`config.mk`:
```
export PLATFORM = sky130hd
export DESIGN_NAME = cascaded_biquad_equalizer
export DESIGN_NICKNAME = d
export VERILOG_FILES = /design/src/hw/rtl/cbq_pkg.sv /design/src/hw/rtl/cbq_mac.sv /design/src/hw/rtl/cascaded_biquad_equalizer.sv
export VERILOG_INCLUDE_DIRS = /design/src /design/src/hw/rtl
export SDC_FILE = /design/constraint.sdc
export NUM_CORES = 2
export LEC_CHECK = 0
export ABC_CLOCK_PERIOD_IN_PS = 15200
export BUFFER_PORTS_ARGS = -buffer_cell sky130_fd_sc_hd__buf_2
export CORE_MARGIN = 5
export CORE_UTILIZATION = 50
export CTS_BUF_LIST = sky130_fd_sc_hd__clkbuf_8
export DETAILED_ROUTE_END_ITERATION = 8
export PLACE_DENSITY = 0.66
export RECOVER_POWER = 50
export SYNTH_ARGS = -nofsm -noshare
export SYNTH_HDL_FRONTEND = slang
export SYNTH_SLANG_ARGS = --single-unit
export TNS_END_PERCENT = 1
```
`constraint.sdc`:
```
create_clock -name clock -period 15.2 [get_ports clock]
set_input_delay 2.28 -clock clock [delete_from_list [all_inputs] [get_ports clock]]
set_output_delay 2.28 -clock clock [all_outputs]
set_load 0.05 [all_outputs]
```
`src/hw/rtl/cascaded_biquad_equalizer_defines.svh`:
```
// Assertion macros for the cascaded biquad equalizer.
`ifndef CASCADED_BIQUAD_EQUALIZER_DEFINES_SVH
`define CASCADED_BIQUAD_EQUALIZER_DEFINES_SVH
`ifndef ASSERT_OFF
`define CBQ_ASSERT_IMP(lbl, clk, rst, ante, cons, msg) \
   lbl: assert property (@(posedge clk) disable iff (rst) (ante) |-> (cons)) else $error(msg);
`define CBQ_ASSERT_NXT(lbl, clk, rst, ante, cons, msg) \
   lbl: assert property (@(posedge clk) disable iff (rst) (ante) |=> (cons)) else $error(msg);
`else
`define CBQ_ASSERT_IMP(lbl, clk, rst, ante, cons, msg)
`define CBQ_ASSERT_NXT(lbl, clk, rst, ante, cons, msg)
`endif
`endif

```
`src/hw/rtl/cbq_pkg.sv`:
```
// Shared constants and types for the cascaded biquad equalizer.
`timescale 1ns / 1ps
`default_nettype none
package cbq_pkg;
   localparam int NUM_SECTIONS = 4;
   localparam int SECT_W       = (NUM_SECTIONS > 1) ? $clog2(NUM_SECTIONS) : 1;
   localparam int SAMPLE_W     = 24;
   localparam int COEF_W       = 16;
   localparam int NUM_TERMS    = 5;
   localparam int OPND_W       = SAMPLE_W + 1;
   localparam int SUM_W        = OPND_W + 3;
   localparam int ACC_W        = 44;
   localparam int FRAC_BITS    = 13;
   localparam int CNT_W        = $clog2(COEF_W);
   localparam int CSR_IDX_W    = 3;
   localparam int CSR_DATA_W   = 64;

   localparam logic [SECT_W-1:0] LAST_SECT = SECT_W'(NUM_SECTIONS - 1);
   localparam logic [CNT_W-1:0]  CNT_TOP   = CNT_W'(COEF_W - 1);

   localparam logic signed [ACC_W-1:0] RND_HALF = ACC_W'(1) << (FRAC_BITS - 1);
   localparam logic signed [ACC_W-1:0] Y_MAX    = (ACC_W'(1) << (SAMPLE_W - 1)) - ACC_W'(1);
   localparam logic signed [ACC_W-1:0] Y_MIN    = ~Y_MAX;

   localparam logic [CSR_IDX_W-1:0] CSR_FF_ZERO = 3'd0;
   localparam logic [CSR_IDX_W-1:0] CSR_FF_ONE  = 3'd1;
   localparam logic [CSR_IDX_W-1:0] CSR_FF_TWO  = 3'd2;
   localparam logic [CSR_IDX_W-1:0] CSR_FB_ONE  = 3'd3;
   localparam logic [CSR_IDX_W-1:0] CSR_FB_TWO  = 3'd4;

   localparam logic [CSR_DATA_W-1:0] FF_ZERO_RESET = 64'h2008_9B5C_E5D8_4000;

   typedef struct packed {
      logic signed [COEF_W-1:0] b0;
      logic signed [COEF_W-1:0] b1;
      logic signed [COEF_W-1:0] b2;
      logic signed [COEF_W-1:0] a1;
      logic signed [COEF_W-1:0] a2;
   } coef_set_type;

   typedef struct packed {
      logic signed [SAMPLE_W-1:0] x1;
      logic signed [SAMPLE_W-1:0] x2;
      logic signed [SAMPLE_W-1:0] y1;
      logic signed [SAMPLE_W-1:0] y2;
   } hist_row_type;

   typedef struct packed {
      logic busy;
      logic done;
      logic sat;
   } mac_stat_type;
endpackage
`default_nettype wire

```
`src/hw/rtl/cbq_mac.sv`:
```
// Bit-serial five-term multiply-accumulate with rounding and saturation for one section.
`timescale 1ns / 1ps
`default_nettype none
module cbq_mac (
   input  wire logic                                clock,
   input  wire logic                                reset,
   input  wire logic                                start,
   input  wire cbq_pkg::coef_set_type               coef,
   input  wire logic signed [cbq_pkg::SAMPLE_W-1:0] x_in,
   input  wire cbq_pkg::hist_row_type               hist,
   output cbq_pkg::mac_stat_type                    stat,
   output logic signed [cbq_pkg::SAMPLE_W-1:0]      y_out
);
   logic                                busy_ff, busy_in;
   logic                                fin_ff, fin_in;
   logic                                first_ff, first_in;
   logic [cbq_pkg::CNT_W-1:0]           cnt_ff, cnt_in;
   logic [cbq_pkg::COEF_W-1:0]          c_ff [cbq_pkg::NUM_TERMS];
   logic [cbq_pkg::COEF_W-1:0]          c_in [cbq_pkg::NUM_TERMS];
   logic signed [cbq_pkg::OPND_W-1:0]   op_ff [cbq_pkg::NUM_TERMS];
   logic signed [cbq_pkg::OPND_W-1:0]   op_in [cbq_pkg::NUM_TERMS];
   logic signed [cbq_pkg::ACC_W-1:0]    acc_ff, acc_in;
   logic signed [cbq_pkg::SUM_W-1:0]    sum;
   logic signed [cbq_pkg::SUM_W-1:0]    term;
   logic signed [cbq_pkg::ACC_W-1:0]    rnd;
   logic signed [cbq_pkg::ACC_W-1:0]    ys;
   logic                                over, under;

   // MSB first: the sign bit of each coefficient carries negative weight
   always_comb begin
      sum = '0;
      for (int k = 0; k < cbq_pkg::NUM_TERMS; k++) begin
         if (c_ff[k][cbq_pkg::COEF_W-1]) begin
            sum = sum + cbq_pkg::SUM_W'(op_ff[k]);
         end
      end
      term = first_ff ? -sum : sum;
   end

   always_comb begin
      busy_in  = busy_ff;
      fin_in   = 1'b0;
      first_in = first_ff;
      cnt_in   = cnt_ff;
      acc_in   = acc_ff;
      c_in     = c_ff;
      op_in    = op_ff;
      if (start) begin
         busy_in  = 1'b1;
         first_in = 1'b1;
         cnt_in   = cbq_pkg::CNT_TOP;
         acc_in   = '0;
         c_in[0]  = coef.b0;
         c_in[1]  = coef.b1;
         c_in[2]  = coef.b2;
         c_in[3]  = coef.a1;
         c_in[4]  = coef.a2;
         op_in[0] = cbq_pkg::OPND_W'(x_in);
         op_in[1] = cbq_pkg::OPND_W'(hist.x1);
         op_in[2] = cbq_pkg::OPND_W'(hist.x2);
         op_in[3] = -cbq_pkg::OPND_W'(hist.y1);
         op_in[4] = -cbq_pkg::OPND_W'(hist.y2);
      end else if (busy_ff) begin
         acc_in   = (acc_ff <<< 1) + cbq_pkg::ACC_W'(term);
         first_in = 1'b0;
         for (int k = 0; k < cbq_pkg::NUM_TERMS; k++) begin
            c_in[k] = c_ff[k] << 1;
         end
         cnt_in = cnt_ff - 1'b1;
         if (cnt_ff == '0) begin
            busy_in = 1'b0;
            fin_in  = 1'b1;
         end
      end
   end

   always_ff @(posedge clock) begin
      if (reset) begin
         busy_ff <= 1'b0;
         fin_ff  <= 1'b0;
      end else begin
         busy_ff <= busy_in;
         fin_ff  <= fin_in;
      end
      first_ff <= first_in;
      cnt_ff   <= cnt_in;
      acc_ff   <= acc_in;
      c_ff     <= c_in;
      op_ff    <= op_in;
   end

   // round half up, then clip to the sample range
   always_comb begin
      rnd   = acc_ff + cbq_pkg::RND_HALF;
      ys    = rnd >>> cbq_pkg::FRAC_BITS;
      over  = ys > cbq_pkg::Y_MAX;
      under = ys < cbq_pkg::Y_MIN;
      if (over) begin
         y_out = cbq_pkg::SAMPLE_W'(cbq_pkg::Y_MAX);
      end else if (under) begin
         y_out = cbq_pkg::SAMPLE_W'(cbq_pkg::Y_MIN);
      end else begin
         y_out = cbq_pkg::SAMPLE_W'(ys);
      end
      stat.busy = busy_ff;
      stat.done = fin_ff;
      stat.sat  = over | under;
   end
endmodule
`default_nettype wire

```
`src/hw/rtl/cascaded_biquad_equalizer.sv`:
```
// Top level of the cascaded direct-form-I biquad equalizer.
//
//  channel  | ports                                            | direction
//  ---------+--------------------------------------------------+----------
//  req      | req_valid/ready, req_sample_in, req_clear_history | in
//  rsp      | rsp_valid/ready, rsp_sample_out, rsp_saturated    | out
//  csr      | csr_valid/ready, csr_index, csr_wdata             | in
//
// One item at a time: the sections run one after another from transfer to rsp_valid.
// Each section loads the bit-serial MAC, steps through the 16 coefficient bits
// (one bit across all five terms per step), then rounds, clips and rotates.
// The next item is taken once the result has moved into the output register,
// so a new transfer waits for the previous item to finish; an unaccepted result stalls the next.
// Synchronous active-high reset clears histories and loads register defaults.
`timescale 1ns / 1ps
`default_nettype none
`include "cascaded_biquad_equalizer_defines.svh"
module cascaded_biquad_equalizer (
   input  wire logic                                  clock,
   input  wire logic                                  reset,
   input  wire logic                                  req_valid,
   output logic                                       req_ready,
   input  wire logic signed [cbq_pkg::SAMPLE_W-1:0]   req_sample_in,
   input  wire logic                                  req_clear_history,
   output logic                                       rsp_valid,
   input  wire logic                                  rsp_ready,
   output logic signed [cbq_pkg::SAMPLE_W-1:0]        rsp_sample_out,
   output logic                                       rsp_saturated,
   input  wire logic                                  csr_valid,
   output logic                                       csr_ready,
   input  wire logic [cbq_pkg::CSR_IDX_W-1:0]         csr_index,
   input  wire logic [cbq_pkg::CSR_DATA_W-1:0]        csr_wdata
);
   localparam logic [1:0] ST_IDLE = 2'd0;
   localparam logic [1:0] ST_CALC = 2'd1;
   localparam logic [1:0] ST_HOLD = 2'd2;

   logic [1:0]                          state_ff, state_in;
   logic [cbq_pkg::SECT_W-1:0]          sect_ff, sect_in;
   logic                                start_ff, start_in;
   logic signed [cbq_pkg::SAMPLE_W-1:0] cur_x_ff, cur_x_in;
   logic                                sat_ff, sat_in;
   logic                                rsp_valid_ff, rsp_valid_in;
   logic signed [cbq_pkg::SAMPLE_W-1:0] rsp_sample_ff, rsp_sample_in;
   logic                                rsp_sat_ff, rsp_sat_in;
   cbq_pkg::hist_row_type               hist_ff [cbq_pkg::NUM_SECTIONS];
   cbq_pkg::hist_row_type               hist_in [cbq_pkg::NUM_SECTIONS];
   cbq_pkg::hist_row_type               new_row;
   logic [cbq_pkg::CSR_DATA_W-1:0]      ff_zero_ff, ff_one_ff, ff_two_ff;
   logic [cbq_pkg::CSR_DATA_W-1:0]      fb_one_ff, fb_two_ff;
   cbq_pkg::coef_set_type               coef;
   cbq_pkg::mac_stat_type               mac_stat;
   logic signed [cbq_pkg::SAMPLE_W-1:0] mac_y;

   assign req_ready      = (state_ff == ST_IDLE);
   assign rsp_valid      = rsp_valid_ff;
   assign rsp_sample_out = rsp_sample_ff;
   assign rsp_saturated  = rsp_sat_ff;
   assign csr_ready      = 1'b1;

   always_comb begin
      coef.b0 = ff_zero_ff[cbq_pkg::COEF_W * sect_ff +: cbq_pkg::COEF_W];
      coef.b1 = ff_one_ff[cbq_pkg::COEF_W * sect_ff +: cbq_pkg::COEF_W];
      coef.b2 = ff_two_ff[cbq_pkg::COEF_W * sect_ff +: cbq_pkg::COEF_W];
      coef.a1 = fb_one_ff[cbq_pkg::COEF_W * sect_ff +: cbq_pkg::COEF_W];
      coef.a2 = fb_two_ff[cbq_pkg::COEF_W * sect_ff +: cbq_pkg::COEF_W];
   end

   cbq_mac u_mac (
      .clock (clock),
      .reset (reset),
      .start (start_ff),
      .coef  (coef),
      .x_in  (cur_x_ff),
      .hist  (hist_ff[0]),
      .stat  (mac_stat),
      .y_out (mac_y)
   );

   // histories rotate one row per section; row 0 is always the active one
   always_comb begin
      state_in      = state_ff;
      sect_in       = sect_ff;
      start_in      = 1'b0;
      cur_x_in      = cur_x_ff;
      sat_in        = sat_ff;
      hist_in       = hist_ff;
      rsp_valid_in  = rsp_valid_ff && !rsp_ready;
      rsp_sample_in = rsp_sample_ff;
      rsp_sat_in    = rsp_sat_ff;
      new_row.x1    = cur_x_ff;
      new_row.x2    = hist_ff[0].x1;
      new_row.y1    = mac_y;
      new_row.y2    = hist_ff[0].y1;
      unique case (state_ff)
         ST_IDLE: begin
            if (req_valid) begin
               cur_x_in = req_sample_in;
               sect_in  = '0;
               start_in = 1'b1;
               sat_in   = 1'b0;
               if (req_clear_history) begin
                  for (int i = 0; i < cbq_pkg::NUM_SECTIONS; i++) begin
                     hist_in[i] = '0;
                  end
               end
               state_in = ST_CALC;
            end
         end
         ST_CALC: begin
            if (mac_stat.done) begin
               for (int i = 0; i < cbq_pkg::NUM_SECTIONS - 1; i++) begin
                  hist_in[i] = hist_ff[i+1];
               end
               hist_in[cbq_pkg::NUM_SECTIONS-1] = new_row;
               cur_x_in = mac_y;
               sat_in   = sat_ff | mac_stat.sat;
               if (sect_ff == cbq_pkg::LAST_SECT) begin
                  state_in = ST_HOLD;
               end else begin
                  sect_in  = cbq_pkg::SECT_W'(sect_ff + 1'b1);
                  start_in = 1'b1;
               end
            end
         end
         ST_HOLD: begin
            if (!rsp_valid_ff || rsp_ready) begin
               rsp_valid_in  = 1'b1;
               rsp_sample_in = cur_x_ff;
               rsp_sat_in    = sat_ff;
               state_in      = ST_IDLE;
            end
         end
         default: begin
            state_in = ST_IDLE;
         end
      endcase
   end

   always_ff @(posedge clock) begin
      if (reset) begin
         state_ff     <= ST_IDLE;
         start_ff     <= 1'b0;
         rsp_valid_ff <= 1'b0;
         for (int i = 0; i < cbq_pkg::NUM_SECTIONS; i++) begin
            hist_ff[i] <= '0;
         end
      end else begin
         state_ff     <= state_in;
         start_ff     <= start_in;
         rsp_valid_ff <= rsp_valid_in;
         hist_ff      <= hist_in;
      end
      sect_ff       <= sect_in;
      cur_x_ff      <= cur_x_in;
      sat_ff        <= sat_in;
      rsp_sample_ff <= rsp_sample_in;
      rsp_sat_ff    <= rsp_sat_in;
   end

   always_ff @(posedge clock) begin
      if (reset) begin
         ff_zero_ff <= cbq_pkg::FF_ZERO_RESET;
         ff_one_ff  <= '0;
         ff_two_ff  <= '0;
         fb_one_ff  <= '0;
         fb_two_ff  <= '0;
      end else if (csr_valid && csr_ready) begin
         unique case (csr_index)
            cbq_pkg::CSR_FF_ZERO: ff_zero_ff <= csr_wdata;
            cbq_pkg::CSR_FF_ONE:  ff_one_ff  <= csr_wdata;
            cbq_pkg::CSR_FF_TWO:  ff_two_ff  <= csr_wdata;
            cbq_pkg::CSR_FB_ONE:  fb_one_ff  <= csr_wdata;
            cbq_pkg::CSR_FB_TWO:  fb_two_ff  <= csr_wdata;
            default: begin
            end
         endcase
      end
   end

   `CBQ_ASSERT_NXT(a_accept_starts, clock, reset, req_valid && req_ready, start_ff, "transfer did not start the MAC")
   `CBQ_ASSERT_IMP(a_start_idle_mac, clock, reset, start_ff, !mac_stat.busy, "MAC started while busy")
   `CBQ_ASSERT_IMP(a_done_in_calc, clock, reset, mac_stat.done, state_ff == ST_CALC, "MAC done outside calc")
   `CBQ_ASSERT_NXT(a_last_to_hold, clock, reset, mac_stat.done && sect_ff == cbq_pkg::LAST_SECT, state_ff == ST_HOLD, "last section did not finish")
endmodule
`default_nettype wire

```
# After elaboration in Yosys (flattened, before gate mapping)
# Index checks and enable logic that the tools add are counted.
[word_totals] out_inout_bits=28 word_cells=137 input_bits=97 reg_bits=1013
[classes] n_reduce_logical=20 bitwise_logic=3 n_lt_le_gt_ge=2 n_addsub=11 eq_ne=13 n_shift=5 mux=39
[ops] cell="$mux 384" count=3
[ops] cell="$pmux 384 s2" count=1
[ops] cell="$shiftx 64x7->16" count=5
[ops] cell="$mux 28" count=6
[ops] cell="$mux 80" count=2
[ops] cell="$mux 24" count=4
[ops] cell="$add 28x24->28" count=2
[ops] cell="$add 28x25->28" count=2
[ops] cell="$neg 24->25" count=2
[ops] cell="$pmux 24 s2" count=1
[ops] cell="$add 44x14->44 const B" count=1
[ops] cell="$add 44x28->44" count=1
[ops] cell="$gt 31x24->1 const B" count=1
[ops] cell="$lt 31x24->1 const B" count=1
[ops] cell="$neg 28->28" count=1
[ops] cell="$mux 2" count=7
[ops] cell="$reduce_and 2->1" count=6
[ops] cell="$reduce_and 4->1" count=3
[ops] cell="$mux 1" count=11
[ops] cell="$ne 2x2->1 const B" count=4
[ops] cell="$eq 3x2->1 const B" count=2
[ops] cell="$pmux 2 s3" count=1
[ops] cell="$eq 2x2->1 const B" count=2
[ops] cell="$logic_not 4->1" count=1
[ops] cell="other kinds (18)" count=23

# Longest topological paths before layout
[depth] depth_word=12 depth_mapped=60 ltp_nobuf=57

# Hierarchy
# From an unflattened synthesis, not the netlist that was laid out.
[unflattened] hier_cells=5648 area_unflattened_um2=50277.0
[modules_own_cells] mod="cascaded_biquad_equalizer" instances=1 cells_per_inst=3312 seq_area_each_um2=15735.1 area_per_inst_um2=28915.2
[modules_own_cells] mod="cbq_mac" instances=1 cells_per_inst=2336 seq_area_each_um2=7086.8 area_per_inst_um2=21361.7

# Worst setup path after synthesis
# Ideal clock, no wire load.
[synth_timing] kind="reg-to-reg" from="register u_mac.c_ff[79] in the netlist's numbering" to="register u_mac.acc_ff[43] in the netlist's numbering" synth_period_minus_slack_ns=11.196 arrival_ns=11.110 path_buffers=2 slack_ns=4.004 setup_ns=0.086 required_ns=15.114 stages_incl_launch_ff=53 cell_sequence="edfxtp_1 -> buf_6 -> and2_1 -> ha_1 -> inv_1 -> fa_1 -> nand3b_1 -> a41oi_2 -> nor2_1 -> xor2_1 -> mux2i_1 -> ha_1 -> a21oi_1 -> o211ai_1 -> a21boi_0 -> xnor2_1 -> mux2_2 -> ha_1 -> [17 not listed] -> or4_4 -> o41ai_2 -> xnor3_1 -> ha_1 -> and4_1 -> and2_1 -> a221oi_1 -> o21ai_0 -> o21ai_0 -> a31oi_1 -> o21a_1 -> nor2_1 -> nor2b_1 -> o21a_1 -> nor2_1 -> xnor2_1 -> xnor2_1 -> a211oi_1"
[synth_between] elab_chain_len=12
[synth_rtl] element="start, declared" line="cbq_mac.sv:18" source="logic [cbq_pkg::COEF_W-1:0] c_ff [cbq_pkg::NUM_TERMS];"
[synth_rtl] element="start signal, assigned" line="cbq_mac.sv:88" source="c_ff <= c_in;"
[synth_rtl] element="$mux 28 *" line="cbq_mac.sv:33" source="if (c_ff[k][cbq_pkg::COEF_W-1]) begin"
[synth_rtl] element="$add 28x24->28" line="cbq_mac.sv:34" source="sum = sum + cbq_pkg::SUM_W'(op_ff[k]);"
[synth_rtl] element="$mux 28 *" line="cbq_mac.sv:33"
[synth_rtl] element="$add 28x24->28" line="cbq_mac.sv:34"
[synth_rtl] element="$mux 28 *" line="cbq_mac.sv:33"
[synth_rtl] element="$add 28x25->28" line="cbq_mac.sv:34"
[synth_rtl] element="$mux 28 *" line="cbq_mac.sv:33"
[synth_rtl] element="$add 28x25->28" line="cbq_mac.sv:34"
[synth_rtl] element="$mux 28 *" line="cbq_mac.sv:33"
[synth_rtl] element="$neg 28->28" line="cbq_mac.sv:37" source="term = first_ff ? -sum : sum;"
[synth_rtl] element="$mux 28 *" line="cbq_mac.sv:37"
[synth_rtl] element="$add 44x28->44 *" line="cbq_mac.sv:64" source="acc_in = (acc_ff <<< 1) + cbq_pkg::ACC_W'(term);"
[synth_rtl] element="end signal, assigned" line="cbq_mac.sv:87" source="acc_ff <= acc_in;"
[synth_rtl] element="end, declared" line="cbq_mac.sv:22" source="logic signed [cbq_pkg::ACC_W-1:0] acc_ff, acc_in;"
# Every way passes the cells marked *; elsewhere a longest branch is shown, timed or not.
# A chain may end at the register's enable or synchronous reset.

# Worst setup path after layout
# Ends and elaborated chain as after synthesis.

==> impl_metrics.env <==
export IMPL_io_pins=125
export IMPL_status="complete, but fails checks"
export IMPL_synth_top_cell_area_share_pct=32.0
export IMPL_clk_latency_ps=870
export IMPL_hpwl_mm=88.6
export IMPL_postCtsResizedCells=0
export IMPL_cp_arrival_ps=14330
export IMPL_ys_seq_area_share_pct=48.0
export IMPL_slew_headroom_pct=-403
export IMPL_cts_buffers=166
export IMPL_report_final_slew_viol_count=751
export IMPL_critPathSlowestCell="edfxtp_1"
export IMPL_cts_tree="done"
export IMPL_antenna_found_initial=21
export IMPL_ys_flop_type="dfxtp_1"
export IMPL_post_cts_buffers=0
export IMPL_io_buffers=123
export IMPL_cts_max_path_buffers=3
export IMPL_synth_edff_count=254
export IMPL_drive_gt1_share_pct=11.4
export IMPL_max_freq_mhz=72.7
export IMPL_period_needed_ps=13750
export IMPL_cp_startpoint="u_mac.c_ff[79]"
export IMPL_cts_root_buffer="clkbuf_8"
export IMPL_leakage_nw=19.7
export IMPL_cts_htree_levels=4
export IMPL_wirelength_mm=132
export IMPL_cts_sinks=1013
export IMPL_synthCells=5088
export IMPL_finalWorstSetupSlack_ps=1450
export IMPL_startpoint_type="flop"
export IMPL_reg2reg_from="u_mac.c_ff[79]"
export IMPL_grt_pass1_wl_mm=203
export IMPL_worst_ep_required_time_ps=15790
export IMPL_wl_met2_mm=58.5
export IMPL_fp_dieArea_mm2=0.101
export IMPL_finalCritPeriodShare_pct=90.4
export IMPL_dieHeight_um=318
export IMPL_tns_ps=0
export IMPL_gp_congestion=0.926
export IMPL_hp_class="flop to flop"
export IMPL_synth_top_area_cell="dfxtp_1"
export IMPL_synthDistinctLibCells=92
export IMPL_dp_slack_ps=1630
export IMPL_start_util_pct=50.2
export IMPL_worst_setup_path_type="flop to flop"
export IMPL_grt_max_degree=207
export IMPL_finalSetupViolations=0
export IMPL_violations="max-capacitance violations, max-slew violations"
export IMPL_ir_drop_uv=88.6
export IMPL_slowest_delay_ps=890
export IMPL_critPathMaxFanout=28
export IMPL_overflow=0
export IMPL_path_clk_slew_ps=70
export IMPL_fin_nets=5356
export IMPL_postCtsHoldBufs=0
export IMPL_dieWidth_um=318
export IMPL_synth_area_leaders="dfxtp_1, edfxtp_1, nand2_1"
export IMPL_ys_seq_elements=1013
export IMPL_drcViolationCount=0
export IMPL_wl_met1_mm=62.1
export IMPL_dr_pass1_iters=9
export IMPL_syn_nets=5348
export IMPL_worst_slew_pin_slew_ps=7540
export IMPL_rows=113
export IMPL_synthesis_area_mm2=0.0475
export IMPL_viasPerCell=5.79
export IMPL_ant_nets=0
export IMPL_drtIter0Drc=3906
export IMPL_synthArstFlopShare_pct=0
export IMPL_fin_skew_ps=59.3
export IMPL_grt_pass1_vias=34700
export IMPL_rsz0062_at_grt="no"
export IMPL_yosysWarnings=0
export IMPL_route_met3_wl_mm=8.07
export IMPL_coreArea_mm2=0.0947
export IMPL_track_usage_pct=25.1
export IMPL_top_layer="met5"
export IMPL_cpMostUsedCell="a31oi_1"
export IMPL_vias=37700
export IMPL_synth_area_per_cell_um2=9.35
export IMPL_syn_to_final_growth_pct=10.1
export IMPL_max_cap_violations=13
export IMPL_routedWlPerCell_um=20.3
export IMPL_hp_start="hist_ff[347]"
export IMPL_hold_viol=0
export IMPL_crit_path_end_kind="flop"
export IMPL_p_per_area_mw_per_mm2=152
-- critical path, delay by kind of cell, from the launching register on --
kind            cells  cell delay, ps
simple gates       14            3370
compound gates     21            5220
xor+xnor            6            1430
buf+inv             2             160
fa+ha+maj           6            1970
mux                 2             410
flops               1             890
-- placed cells by master, fill, tap and decap left out, types with 78 or more instances in the layout --
cell,instances
ha_1,158
mux4_2,80
nand2_1,826
a21o_1,78
edfxtp_1,254
buf_2,121
a21oi_1,458
dfxtp_1,758
clkbuf_8,194
mux2_2,83
a22oi_1,388
nor2_1,600
inv_1,154
xnor2_1,151
o21ai_0,135
-- report_power, final --
group | switching (W) | leakage [nW] | total (W) | internal [W]
clock network | 0.00114 | 1.97 | 0.00242 | 0.00128
logic | 0.00150 | 9.14 | 0.00251 | 0.00101
registers | 0.000128 | 8.59 | 0.00305 | 0.00292
-- metrics by stage --
step                      power (W)  std cells  cell area, µm²  utilization (%)  hold slack [ps]
after global routing        0.00843       6508           52300             55.2              443
after global placement      0.00555       6193           49000             51.7              413
after CTS                   0.00799       6502           52400             55.3              436
final                       0.00798       6511           52300             55.3              434
after floorplan             0.00494       5088           47500                -              409
after detailed placement    0.00555       6193           49000             51.7              421
-- registers in the layout, summed over array words and instances (netlist names) --
signal / count
fb_one_ff: 64
ff_two_ff: 64
u_mac.busy_ff: 1
sat_ff: 1
sect_ff: 2
rsp_sample_out: 24
hist_ff: 384
u_mac.cnt_ff: 4
u_mac.op_ff: 122
ff_one_ff: 64
start_ff: 1
rsp_valid: 1
state_ff: 2
rsp_saturated: 1
u_mac.fin_ff: 1
u_mac.acc_ff: 44
u_mac.c_ff: 80
u_mac.first_ff: 1
cur_x_ff: 24
ff_zero_ff: 64
fb_two_ff: 64
-- area by class of cell --
class	count	area, µm²
Timing Repair Buffer	174	972
Clock inverter	115	762
Clock buffer	194	2670
Multi-Input combinational cell	3647	23200
Tap cell	1265	1580
Fill cell	8581	42400
Antenna cell	9	22.5
Inverter	94	354
Sequential cell	1013	22800
-- logic make-up after synthesis --
logic type / count (synthesis) / synth area share [%]
mux: 215 / 6.88
buf+inv: 428 / 3.42
xor+xnor: 218 / 4.04
flops: 1013 / 48.0
simple gates: 1748 / 15.5
fa+ha+maj: 163 / 4.37
other cells: 1 / 0.00789
compound gates: 1302 / 17.8
-- Yosys cell counts, types with 27 or more instances --
master and instances:
nand2_1 827, dfxtp_1 759, nor2_1 602, a21oi_1 458
a22oi_1 388, clkbuf_1 289, edfxtp_1 254, ha_1 158
xnor2_1 151, o21ai_0 139, mux2_2 95, inv_1 93
mux4_2 80, a21o_1 78, xor2_1 66, nor3_1 51
mux2i_1 40, nand3_1 39, buf_1 37, o21a_1 35
nand3b_1 27
-- per-layer routing --
layer	up-vias	track usage [%]
li1	18200	-
met1	18200	37.3
met2	1093	37.9
met3	199	4.09
met4	4	7.46
met5	-	0
-- worst paths after layout --
check,cells after the start,to,slack [ps]
max,51,u_mac.acc_ff[43],1450
min,0,u_mac.op_ff[61],430
max reg2reg,51,u_mac.acc_ff[43],1450
min reg2reg,0,u_mac.op_ff[61],430
Note: power is estimated with default switching activity, not from simulation.
